### config.mk
export PLATFORM = sky130hd
export DESIGN_NAME = gn2_lerp
export DESIGN_NICKNAME = d
export VERILOG_FILES = /design/src/rtl/gn2_pkg.sv /design/src/rtl/gn2_lerp.sv
export SDC_FILE = /design/constraint.sdc
export NUM_CORES = 1
export LEC_CHECK = 0
export ABC_AREA = 1
export BUFFER_PORTS_ARGS = -buffer_cell sky130_fd_sc_hd__buf_2
export CAP_MARGIN = 20
export CORE_MARGIN = 2
export CORE_UTILIZATION = 38
export DETAILED_ROUTE_END_ITERATION = 8
export SLEW_MARGIN = 20
export SYNTH_ARGS = -nofsm -noshare
export SYNTH_HDL_FRONTEND = slang
export SYNTH_SLANG_ARGS = --single-unit
export TNS_END_PERCENT = 5
### constraint.sdc
create_clock -name clk -period 7.8 [get_ports clk]
set_input_delay 0.39 -clock clk [delete_from_list [all_inputs] [get_ports clk]]
set_output_delay 0.39 -clock clk [all_outputs]
set_load 0.02 [all_outputs]
### src/rtl/gn2_pkg.sv
`timescale 1ns / 1ps

package gn2_pkg;

  // Permutation table geometry
  localparam int TABLE_SIZE = 256;
  localparam int TBL_AW     = $clog2(TABLE_SIZE);
  localparam int PERM_W     = 8;

  // Coordinate formats
  localparam int COORD_W       = 24;
  localparam int CELL_W        = 8;
  localparam int FRAC_W        = 16;
  localparam int FRAC_BITS_DEF = 16;
  localparam int FRAC_BITS_MAX = 24;
  // Sign-extended coordinate with FRAC_W zero bits appended below it
  localparam int SPLIT_W       = FRAC_BITS_MAX + CELL_W + FRAC_W;
  localparam int SEXT_W        = SPLIT_W - FRAC_W - COORD_W;

  // Datapath widths
  localparam int DOT_W   = 19;   // corner dot product, Q16 signed
  localparam int FADE_W  = 17;   // fade weight, Q16 unsigned, up to 1.0
  localparam int NOISE_W = 16;

  // Pipeline depth, input register through output register
  localparam int NUM_STAGES = 10;

  // Mode codes
  localparam logic MODE_WRITE = 1'b0;
  localparam logic MODE_EVAL  = 1'b1;

  // Fade polynomial constant term, 10 in Q16
  localparam logic [19:0] FADE_TEN_Q16 = 20'd655360;

  // sqrt(2) in Q16
  localparam logic signed [17:0] SQRT2_Q16 = 18'sd92682;

  // Item as seen by the hash lookup
  typedef struct packed {
    logic              valid;
    logic              is_write;
    logic [TBL_AW-1:0] index;
    logic [PERM_W-1:0] value;
    logic [CELL_W-1:0] xi;
    logic [CELL_W-1:0] yi;
  } hash_req_t;

  // Gradient selects of the four corners
  typedef struct packed {
    logic [1:0] bl;
    logic [1:0] tl;
    logic [1:0] br;
    logic [1:0] tr;
  } hash_out_t;

endpackage

### src/rtl/gn2_lerp.sv
`timescale 1ns / 1ps

module gn2_lerp (
  input  logic                               clk,
  input  logic                               en_mul,
  input  logic                               en_sum,
  input  logic [gn2_pkg::FADE_W-1:0]         w,
  input  logic signed [gn2_pkg::DOT_W-1:0]   a,
  input  logic signed [gn2_pkg::DOT_W-1:0]   b,
  output logic signed [gn2_pkg::DOT_W-1:0]   y
);

  logic signed [gn2_pkg::DOT_W:0]     diff;
  logic signed [37:0]                 prod;
  logic signed [gn2_pkg::DOT_W-1:0]   a_d;
  logic signed [21:0]                 sum;

  assign diff = {b[gn2_pkg::DOT_W-1], b} - {a[gn2_pkg::DOT_W-1], a};

  // w * (b - a)
  always_ff @(posedge clk) begin
    if (en_mul) begin
      prod <= $signed({1'b0, w}) * diff;
      a_d  <= a;
    end
  end

  // a + floor(product / 2^16); the result lies between a and b
  assign sum = {{(22 - gn2_pkg::DOT_W){a_d[gn2_pkg::DOT_W-1]}}, a_d} + prod[37:16];

  always_ff @(posedge clk) begin
    if (en_sum) begin
      y <= sum[gn2_pkg::DOT_W-1:0];
    end
  end

endmodule

======== Word level (Yosys, flattened, before mapping) ========
Cells that the tools add are included.
word-level totals
  flip-flop bits (word level) ............. 73
  bits of input ports ..................... 58
  output and inout port bits .............. 19
  logic and storage cells ................. 6
operators by class
  $add $sub $neg .......................... 2
  $mul .................................... 1
operators with widths
  operator                                        count
  18-bit by 20-bit multiplier with 35-bit output  1
  19-bit by 19-bit subtractor with 20-bit output  1
  19-bit adder                                    1

======== Longest topological paths before layout ========
  depth in word-level cells ............... 2
  mapped depth ............................ 38

======== Worst setup path after synthesis ========
OpenSTA, ideal clock, no wires.
  path type ............................... input to register
  from .................................... input a[2] (netlist name)
  to ...................................... register prod[30] (data pin)
  setup time .............................. 252 ps
  data arrival time ....................... 6528 ps
  data required time ...................... 7548 ps
  path slack .............................. 1019 ps
  stages on the path ...................... 33
  cell sequence ........................... inv_1 > ha_1 > a21oi_2 > nand2_2 > a21oi_4 > o21ai_4 > a21oi_4 > o21ai_1 > or2_1 > buf_4 > nand2_4 > nor2_1 > fa_1 > inv_1 > fa_1 > fa_1 > inv_1 > fa_1 > fa_1 > inv_1 > fa_1 > inv_1 > ha_1 > nand2_1 > nor2_1 > nor3b_1 > nand2_1 > nand3_1 > a21oi_1 > o21bai_1 > nand2_1 > nand3_1 > nand2_1
between the ends
  cells in the longest elaborated chain, start to end .. 2
ends and longest elaborated chain
  element                                         line            text
  start: declaration                              gn2_lerp.sv:8   input logic signed [gn2_pkg::DOT_W-1:0] a,
  19-bit by 19-bit subtractor with 20-bit output  gn2_lerp.sv:18  assign diff = {b[gn2_pkg::DOT_W-1], b} - {a[gn2_pkg::DOT_W-1], a};
  18-bit by 20-bit multiplier with 35-bit output  gn2_lerp.sv:23  prod <= $signed({1'b0, w}) * diff;
  end signal: assignment                          gn2_lerp.sv:23
  end: declaration                                gn2_lerp.sv:14  logic signed [37:0] prod;
Every way passes these cells.
A chain may end at the register's enable or synchronous reset.

======== Worst setup path in the final report ========
  from .................................... input a[14] (netlist name)
  to ...................................... register prod[34] (data pin)
The elaborated chain is that of the path after synthesis.

==> summary.txt <==
CP Max Fanout: 10
Kind of start point of the critical path: input pin
Vias in the first global route: 14100
Worst Tran Pin Value: 0.949 ns
Finish-stage setup viols: 0
Register area share after synthesis: 10.8%
Clock Latency Late Sink: 0.34 ns
CTS Buffer Depth: 2
Core Box Area: 41000 um^2
Largest net degree at the start of global routing: 39
Critical path class: input pin to flop
Placed cells: 2568
Mean post-synth cell area: 8.18 um^2
Vias per cell: 4.97
Global-route wire length before repair: 76200 um
DRC viols: 0
Most common cell after layout, fill and taps aside: inv_1
Post-DP HPWL: 40500 um
WHS Path Cells: 1
Initial antenna violation count: 0
Setup crit start: a[14]
Synth Register Bits: 57
H-tree levels: 3
DRT antenna net count: 0
Warnings, synthesis: 0
Synth top area share: 40.2%
Rows: 74
Fillers: 4087
Layout overhead on the synthesized area: 11.0%
FF-to-FF Start: a_d[0]
Final period util: 95.2%
Clk sinks: 57
CP most frequent cell: inv_1
CTS Buf Count: 9
CTS tree: done
Hold Violations, Final: 0
Max incr delay on CP: 0.59 ns
Critical path's slowest cell: fa_1
Final Critical Period: 7.43 ns
Hold WC Path Type: input pin to flop
Nature of the critical path endpoint: flop
Initial DRC Count: 861
Critical Path RT: 7.90 ns
Syn nets: 2433
ANT cells: 0
Port bufs: 76
Routed wire length: 47300 um
Distinct cells, synth: 46
Full die area: 43300 um^2
GRT Total Usage: 22.8%
Fraction of registers with async set/reset: 0%
Clock Skew: 0.00888 ns
Main synth FF type: edfxtp_1
Layout cells sized above 1: 9.60%
Top Ports: 77
Die width: 208 um
Most frequent cells in the layout: inv_1 (528), fa_1 (318), nand2_1 (315), nor2_1 (237), ha_1 (121)
Fin nets: 2544
Max-slew violation count: 0
TritonRoute pass-1 iters: 5
Routed wire length per instance: 18.3 um
Mapped Cells: 1936
Hold Crit Start: a[18]
CTS clk-pin slew, worst paths: 0.05 ns
Total grt overflow: 0
Initial Util: 38.6%
Max Cap Viol: 0
Via count: 12900
Status: completed
Mapped Area: 15800 um^2
CP arrival: 7.53 ns
Max_slew headroom: 36.7%
R2R cell count: 11
Post-synth EDFFs: 57
CTS root buffer: clkbuf_16
Max Clock Freq: 135 MHz
Cell accounting for the most synthesized area: fa_1
Layout Cells excl Fill: 2584
Area contributors post-synth: fa_1 (40%), inv_1 (13%), edfxtp_1 (11%)
RePlAce Congestion: 0.930
Die Y: 208 um
==> final timing paths <==
kind              end  slack, ns
max reg2reg     y[12]       5.05
min reg2reg      y[0]       0.58
max          prod[34]       0.37
min           a_d[18]       0.24
==> stage by stage <==
| stage | area, um^2 | util [%] | setup slack (ns) | TNS, ns | hold slack (ns) |
|---|---|---|---|---|---|
| 2_1_floorplan | 15800 | - | 1.02 | 0 | 0.489 |
| 3_3_place_gp | 17200 | 41.9 | -0.167 | -0.167 | 0.559 |
| 3_5_place_dp | 17200 | 41.9 | -0.194 | -0.194 | 0.564 |
| 4_1_cts | 17600 | 42.8 | 0.149 | 0 | 0.236 |
| 5_1_grt | 17600 | 42.9 | -0.0103 | -0.0103 | 0.238 |
| 6_report | 17600 | 42.9 | 0.371 | 0 | 0.239 |
==> sequential cells by signal, indices dropped and copies added (netlist names) <==
signal / flops
a_d: 19
prod: 19
y: 19
==> worst max-delay path, delay by kind of cell <==
family                   cells  cell delay [ns]
adder cells (fa/ha/maj)      8             3.74
buffers and inverters       10             0.80
AND/OR/NAND/NOR              9             1.15
AO/OA/AOI/OAI                6             1.44
==> metal layers <==
metal  share of wire [%]  global-route usage [%]  vias up
li1                    -                       -     5918
met3                 6.6                    3.28       91
met4                 4.1                    8.53        0
met5                   0                       0        -
met1                  42                    29.5     6386
met2                  47                    39.0      460
==> layout make-up <==
| class | count | area [um^2] | area share (%) |
|---|---|---|---|
| clock buffer | 9 | 225 | 1.28 |
| clock inverter | 7 | 133 | 0.754 |
| inverter | 539 | 2020 | 11.5 |
| multi-input combinational | 1301 | 12000 | 68.1 |
| sequential | 57 | 1710 | 9.73 |
| tap | 532 | 666 | 3.79 |
| timing repair buffer | 139 | 853 | 4.85 |
==> cells in the mapped netlist (4+ instances only) <==
library cell	number
inv_1	528
fa_1	318
nand4_1	7
clkbuf_1	32
a21o_1	6
clkinv_1	5
nand2_1	315
xnor2_1	17
ha_1	121
o21a_1	6
or2_1	4
nor3_1	8
a21oi_1	67
o21ai_0	31
nand2_2	8
buf_2	6
xor2_1	32
or2_2	6
o21bai_1	11
inv_2	6
nand3_1	67
edfxtp_1	57
nor2_1	237
==> what timing repair did <==
action / 4_1_cts / 5_1_grt
gates resized for setup: 0 / 5
setup endpoints to repair: 0 / 1
buffers inserted: 0 / 0
hold buffers: 0 / 0
==> kinds of logic after synthesis <==
group                    after synthesis  synth area share (%)
XOR/XNOR                              52                  3.02
adder cells (fa/ha/maj)              439                  49.7
AO/OA/AOI/OAI                        142                  5.35
flip-flops                            57                  10.8
AND/OR/NAND/NOR                      668                  17.3
buffers and inverters                578                  13.8
Power is left out: the tool's default activity adds up to more than one toggle a clock period on the data nets, which glitch-free logic cannot reach.
