[config.mk]
export PLATFORM = sky130hd
export DESIGN_NAME = gn2_fade
export DESIGN_NICKNAME = d
export VERILOG_FILES = /design/src/rtl/gn2_pkg.sv /design/src/rtl/gn2_fade.sv
export SDC_FILE = /design/constraint.sdc
export NUM_CORES = 2
export LEC_CHECK = 0
export BUFFER_PORTS_ARGS = -buffer_cell sky130_fd_sc_hd__clkbuf_2
export CORE_MARGIN = 5
export CORE_UTILIZATION = 55
export CTS_CLUSTER_SIZE = 12
export DETAILED_ROUTE_END_ITERATION = 10
export GPL_ROUTABILITY_DRIVEN = 1
export PLACE_DENSITY = 0.75
export SYNTH_ARGS = -nofsm -noshare
export SYNTH_HDL_FRONTEND = slang
export SYNTH_SLANG_ARGS = --single-unit
[constraint.sdc]
create_clock -name clk -period 8.1 [get_ports clk]
set_input_delay 0.81 -clock clk [delete_from_list [all_inputs] [get_ports clk]]
set_output_delay 0.81 -clock clk [all_outputs]
set_load 0.02 [all_outputs]
[src/rtl/gn2_pkg.sv]
`timescale 1ns / 1ps

package gn2_pkg;

  // Permutation table geometry
  localparam int TABLE_SIZE = 256;
  localparam int TBL_AW     = $clog2(TABLE_SIZE);
  localparam int PERM_W     = 8;

  // Coordinate formats
  localparam int COORD_W       = 24;
  localparam int CELL_W        = 8;
  localparam int FRAC_W        = 16;
  localparam int FRAC_BITS_DEF = 16;
  localparam int FRAC_BITS_MAX = 24;
  // Sign-extended coordinate with FRAC_W zero bits appended below it
  localparam int SPLIT_W       = FRAC_BITS_MAX + CELL_W + FRAC_W;
  localparam int SEXT_W        = SPLIT_W - FRAC_W - COORD_W;

  // Datapath widths
  localparam int DOT_W   = 19;   // corner dot product, Q16 signed
  localparam int FADE_W  = 17;   // fade weight, Q16 unsigned, up to 1.0
  localparam int NOISE_W = 16;

  // Pipeline depth, input register through output register
  localparam int NUM_STAGES = 10;

  // Mode codes
  localparam logic MODE_WRITE = 1'b0;
  localparam logic MODE_EVAL  = 1'b1;

  // Fade polynomial constant term, 10 in Q16
  localparam logic [19:0] FADE_TEN_Q16 = 20'd655360;

  // sqrt(2) in Q16
  localparam logic signed [17:0] SQRT2_Q16 = 18'sd92682;

  // Item as seen by the hash lookup
  typedef struct packed {
    logic              valid;
    logic              is_write;
    logic [TBL_AW-1:0] index;
    logic [PERM_W-1:0] value;
    logic [CELL_W-1:0] xi;
    logic [CELL_W-1:0] yi;
  } hash_req_t;

  // Gradient selects of the four corners
  typedef struct packed {
    logic [1:0] bl;
    logic [1:0] tl;
    logic [1:0] br;
    logic [1:0] tr;
  } hash_out_t;

endpackage

[src/rtl/gn2_fade.sv]
`timescale 1ns / 1ps

module gn2_fade (
  input  logic                         clk,
  input  logic                         en_sq,
  input  logic                         en_cube,
  input  logic                         en_mul,
  input  logic [gn2_pkg::FRAC_W-1:0]   t,
  output logic [gn2_pkg::FADE_W-1:0]   fade
);

  logic [31:0] tt;
  logic [15:0] t_d;
  logic [31:0] t3;
  logic [19:0] poly;
  logic [51:0] prod;

  logic [34:0] six_tt;
  logic [19:0] fifteen_t;

  // t^2
  always_ff @(posedge clk) begin
    if (en_sq) begin
      tt  <= t * t;
      t_d <= t;
    end
  end

  // 6t^2 - 15t + 10, kept at Q16 after dropping the exact low bits
  assign six_tt    = ({3'b0, tt} << 2) + ({3'b0, tt} << 1);
  assign fifteen_t = ({4'b0, t_d} << 4) - {4'b0, t_d};

  // t^3 and the polynomial
  always_ff @(posedge clk) begin
    if (en_cube) begin
      t3   <= tt[31:16] * t_d;
      poly <= 20'(six_tt[34:16]) + gn2_pkg::FADE_TEN_Q16 - fifteen_t;
    end
  end

  // t^3 * poly
  always_ff @(posedge clk) begin
    if (en_mul) begin
      prod <= t3 * poly;
    end
  end

  assign fade = prod[32 +: gn2_pkg::FADE_W];

endmodule

### Word-level counts from Yosys, hierarchy flattened

Cells that the tools add are included.

| storage, ports and cells | value |
|---|---|
| register bits | 149 |
| logic and storage cells | 12 |
| output and inout port bits | 17 |

| operators by class | value |
|---|---|
| multipliers | 3 |
| add/sub/neg operators | 4 |

Operators by type and width:

| kind | count |
|---|---|
| multiplier 16 x 16 -> 32 bit | 2 |
| multiplier 32 x 20 -> 49 bit | 1 |
| adder 34 x 33 -> 35 bit | 1 |
| adder 19 x 20 -> 20 bit (second input constant) | 1 |
| subtractor 20 x 16 -> 20 bit | 1 |
| subtractor 20 bit | 1 |

### Depth between registers and ports, before layout

| logic depth | value |
|---|---|
| word-level depth | 3 |
| depth in mapped cells | 27 |
| mapped depth without buffers | 26 |

### Least setup slack after synthesis

Ideal clock, no wire load.

| timing path | value |
|---|---|
| path kind | register -> register |
| start | reg poly[5] |
| end | reg prod[45] (data pin) |
| arrival | 6.517 ns |
| path slack | 1.325 ns |
| period minus slack after synthesis | 6.775 ns |
| setup time | 0.258 ns |
| buffers on the path | 1 |
| cell stages (with the launch flop) | 25 |
| path through | edfxtp_1 -> clkbuf_1 -> nand2_1 -> fa_1 -> inv_1 -> fa_1 -> inv_1 -> fa_1 -> inv_1 -> fa_1 -> fa_1 -> fa_1 -> inv_1 -> fa_1 -> inv_1 -> ha_1 -> a2111oi_2 -> o21ai_0 -> o21a_1 -> o41ai_4 -> a211oi_2 -> o21ai_2 -> o311ai_4 -> o31ai_4 -> xnor2_1 |

| on the way | value |
|---|---|
| cells in the longest elaborated chain, start to end | 1 |

Ends and longest elaborated chain:

| item | RTL line | source |
|---|---|---|
| from (decl) | gn2_fade.sv:15 | `logic [19:0] poly;` |
| from (signal assigned) | gn2_fade.sv:37 | `poly <= 20'(six_tt[34:16]) + gn2_pkg::FADE_TEN_Q16 - fifteen_t;` |
| multiplier 32 x 20 -> 49 bit | gn2_fade.sv:44 | `prod <= t3 * poly;` |
| to (signal assigned) | gn2_fade.sv:44 |  |
| to (decl) | gn2_fade.sv:16 | `logic [51:0] prod;` |

Every way passes these cells.
A chain may end at the register's enable or synchronous reset.

### Final worst setup path

| timing path | value |
|---|---|
| start | reg poly[6] |
| end | reg prod[48] (data pin) |

The elaborated chain is that of the path after synthesis.

==> impl_metrics.tcl <==
set metrics [dict create \
    initial_core_util_pct 55.3 \
    grt-ovfl-total 0 \
    synthArstFlopShare_pct 0 \
    fin_crit_sh_pct 95.0 \
    cp-start-kind "register" \
    grtUsageTotal_pct 24.6 \
    cts_hold_buffers 0 \
    clkTransAtPathRegs_ns 0.06 \
    cts-root-buf "clkbuf_16" \
    tns_ns 0 \
    dieArea_mm2 0.0788 \
    period_minus_slack_ns 7.70 \
    clock_sinks 115 \
    clockBufferDepth 2 \
    core-area_mm2 0.0728 \
    dieHeight_um 281 \
    max_cap_viol_count 0 \
    grt_pass1_wl_um 155000 \
    wl_um 92800 \
    rows 99 \
    status "finished, final reports clean" \
    port_buffers 36 \
    drtAntennaViolNets 0 \
    setup_viol_count_final 0 \
    ys_seq_area_share_pct 8.57 \
    place_congestion 0.925 \
    synth_flop_cell "edfxtp_1" \
    synthMostInstantiatedCell "inv_1" \
    netlist.area_leader.share_pct 44.9 \
    ys_warn_count 0 \
    syn-cell-area_mm2 0.0403 \
    skew_ns 0.0131 \
    r2r_setup_slack_ns 0.40 \
    drt-initial-drc-count 1870 \
    maxSlewHeadroom_pct 24.5 \
    cts_tree "built" \
    drtPass1Iterations 6 \
    first_global_vias 30400 \
    drive_gt1_share_pct 4.22 \
    postCtsSetupRepairBufs 0 \
    clkLatencyLatePin_ns 0.47 \
    antenna_found_initial 1 \
    top_layer_used "met5" \
    hp-class "in -> reg" \
    critical_path_class "reg -> reg" \
    syn_nets 5655 \
    wl_met1_um 39000 \
    required_ns 8.32 \
    n_antenna_cell 0 \
    synth_seq_cells 115 \
    critical_path.max_fanout 24 \
    dr_wl_met3_um 6810 \
    ys_types 69 \
    grt_max_degree 53 \
    rsz0062_at_grt "no" \
    worst_pin_slew_ns 1.13 \
    synth_cells 4333 \
    via_count 28200 \
    place_hpwl_um 75100 \
    cts_max_level 4 \
    maxSlewViolCount 0 \
    met2_wirelength_um 45000 \
    synth_common_cells "inv_1 (1,081), fa_1 (903), nand2_1 (605), and2_1 (422), ha_1 (399)" \
    drcViolationCount 0 \
    syn_to_final_growth_pct 4.93 \
    vias_per_cell 5.35 \
    hold_viol 0 \
    cts_resized 0 \
    synth-edff-count 115 \
    max_freq_mhz 130 \
    fin_nets 5617 \
    wl_per_cell_um 17.6 \
    io_pins 37 \
    synth_area_leaders "fa_1 (45%), ha_1 (12%), inv_1 (10%), edfxtp_1 (8.6%), and2_1 (6.6%)" \
    die_x_um 281 \
    cp-end-kind "register" \
    synth_area_per_cell_um2 9.30 \
    arrival_ns 7.92 \
    yosysTopAreaCell "fa_1" \
    cts_made_buffers 17 \
]
## state kept, by name, indices dropped and copies added, names as in the netlist
name	flops
t3	32
tt	31
prod	17
t_d	15
poly	20
## worst max-delay path: stages, from the launching register on
cell,delay (ns)
edfxtp_1,0.93
nand2_1,0.16
fa_1,0.53
fa_1,0.52
fa_1,0.52
inv_1,0.06
fa_1,0.55
fa_1,0.43
fa_1,0.49
inv_1,0.05
fa_1,0.49
inv_1,0.04
ha_1,0.28
a21o_1,0.18
a21o_1,0.18
a22oi_1,0.25
a31oi_2,0.23
o41ai_4,0.53
a21oi_1,0.24
a21oi_2,0.35
a31o_2,0.23
o21ba_2,0.13
xnor2_1,0.05
## path summary, 6_finish.rpt
check	start	endpoint	cells after the start
max	poly[6]	prod[48]	22
max reg2reg	poly[6]	prod[48]	22
min reg2reg	tt[0]	t3[0]	2
min	t[10]	t_d[10]	2
## cell families (layout without fill, tap and decap cells)
| logic type | count (synthesis) | count (layout) | share of synthesized area (%) |
|---|---|---|---|
| xor+xnor | 114 | 114 | 2.48 |
| compound gates | 293 | 293 | 4.99 |
| flops | 115 | 115 | 8.57 |
| mux | 1 | 1 | 0.0279 |
| fa+ha+maj | 1302 | 1302 | 57.3 |
| simple gates | 1247 | 1247 | 14.9 |
| buf+inv | 1261 | 1236 | 11.7 |
## stage by stage
step	hold slack (ns)	setup WS, ns	instances	instance area (um2)	utilization, %
finish	0.787	0.403	5267	42300	58.0
global route	0.788	0.0312	5267	42300	58.0
CTS	0.761	0.379	5267	42300	58.0
detailed placement	0.853	0.387	5235	41600	57.2
global placement	0.849	0.506	5235	41600	57.2
floorplan	0.638	1.32	4333	40300	-
## final cells by class
| class | count | area [um2] |
|---|---|---|
| multi-input cells | 2957 | 32100 |
| clock buffers | 18 | 429 |
| well taps | 959 | 1200 |
| inverters | 1081 | 4060 |
| repair buffers | 123 | 833 |
| flip-flops and latches | 115 | 3450 |
| fillers | 6216 | 30600 |
| clock inverters | 14 | 200 |
## placed cells by master (no fill, tap or decap), types with 4 or more instances in the layout
cell type,n
a211o_1,4
a211oi_1,8
a21boi_0,8
a21o_1,50
a21oi_1,88
a31oi_1,6
and2_1,422
and3_1,14
buf_4,87
bufinv_16,4
clkbuf_16,17
clkbuf_2,36
edfxtp_1,115
fa_1,903
ha_1,399
inv_1,1081
inv_6,5
nand2_1,605
nand2b_1,14
nand3_1,26
nand4_1,6
nor2_1,101
nor2b_1,18
nor3_1,15
nor4_1,5
o211ai_1,6
o21a_1,12
o21ai_0,45
o21ai_1,4
o21bai_1,13
o31ai_1,4
or2_2,5
or3_1,5
xnor2_1,80
xor2_1,34
## routing by layer
| metal | vias to the layer above | track usage (%) |
|---|---|---|
| li1 | 12700 | - |
| met1 | 14300 | 34.2 |
| met3 | 153 | 3.73 |
| met4 | 2 | 5.71 |
| met5 | - | 0 |
| met2 | 968 | 41.5 |
Power is left out: the tool's default activity adds up to more than one toggle a clock period on the data nets, which glitch-free logic cannot reach.
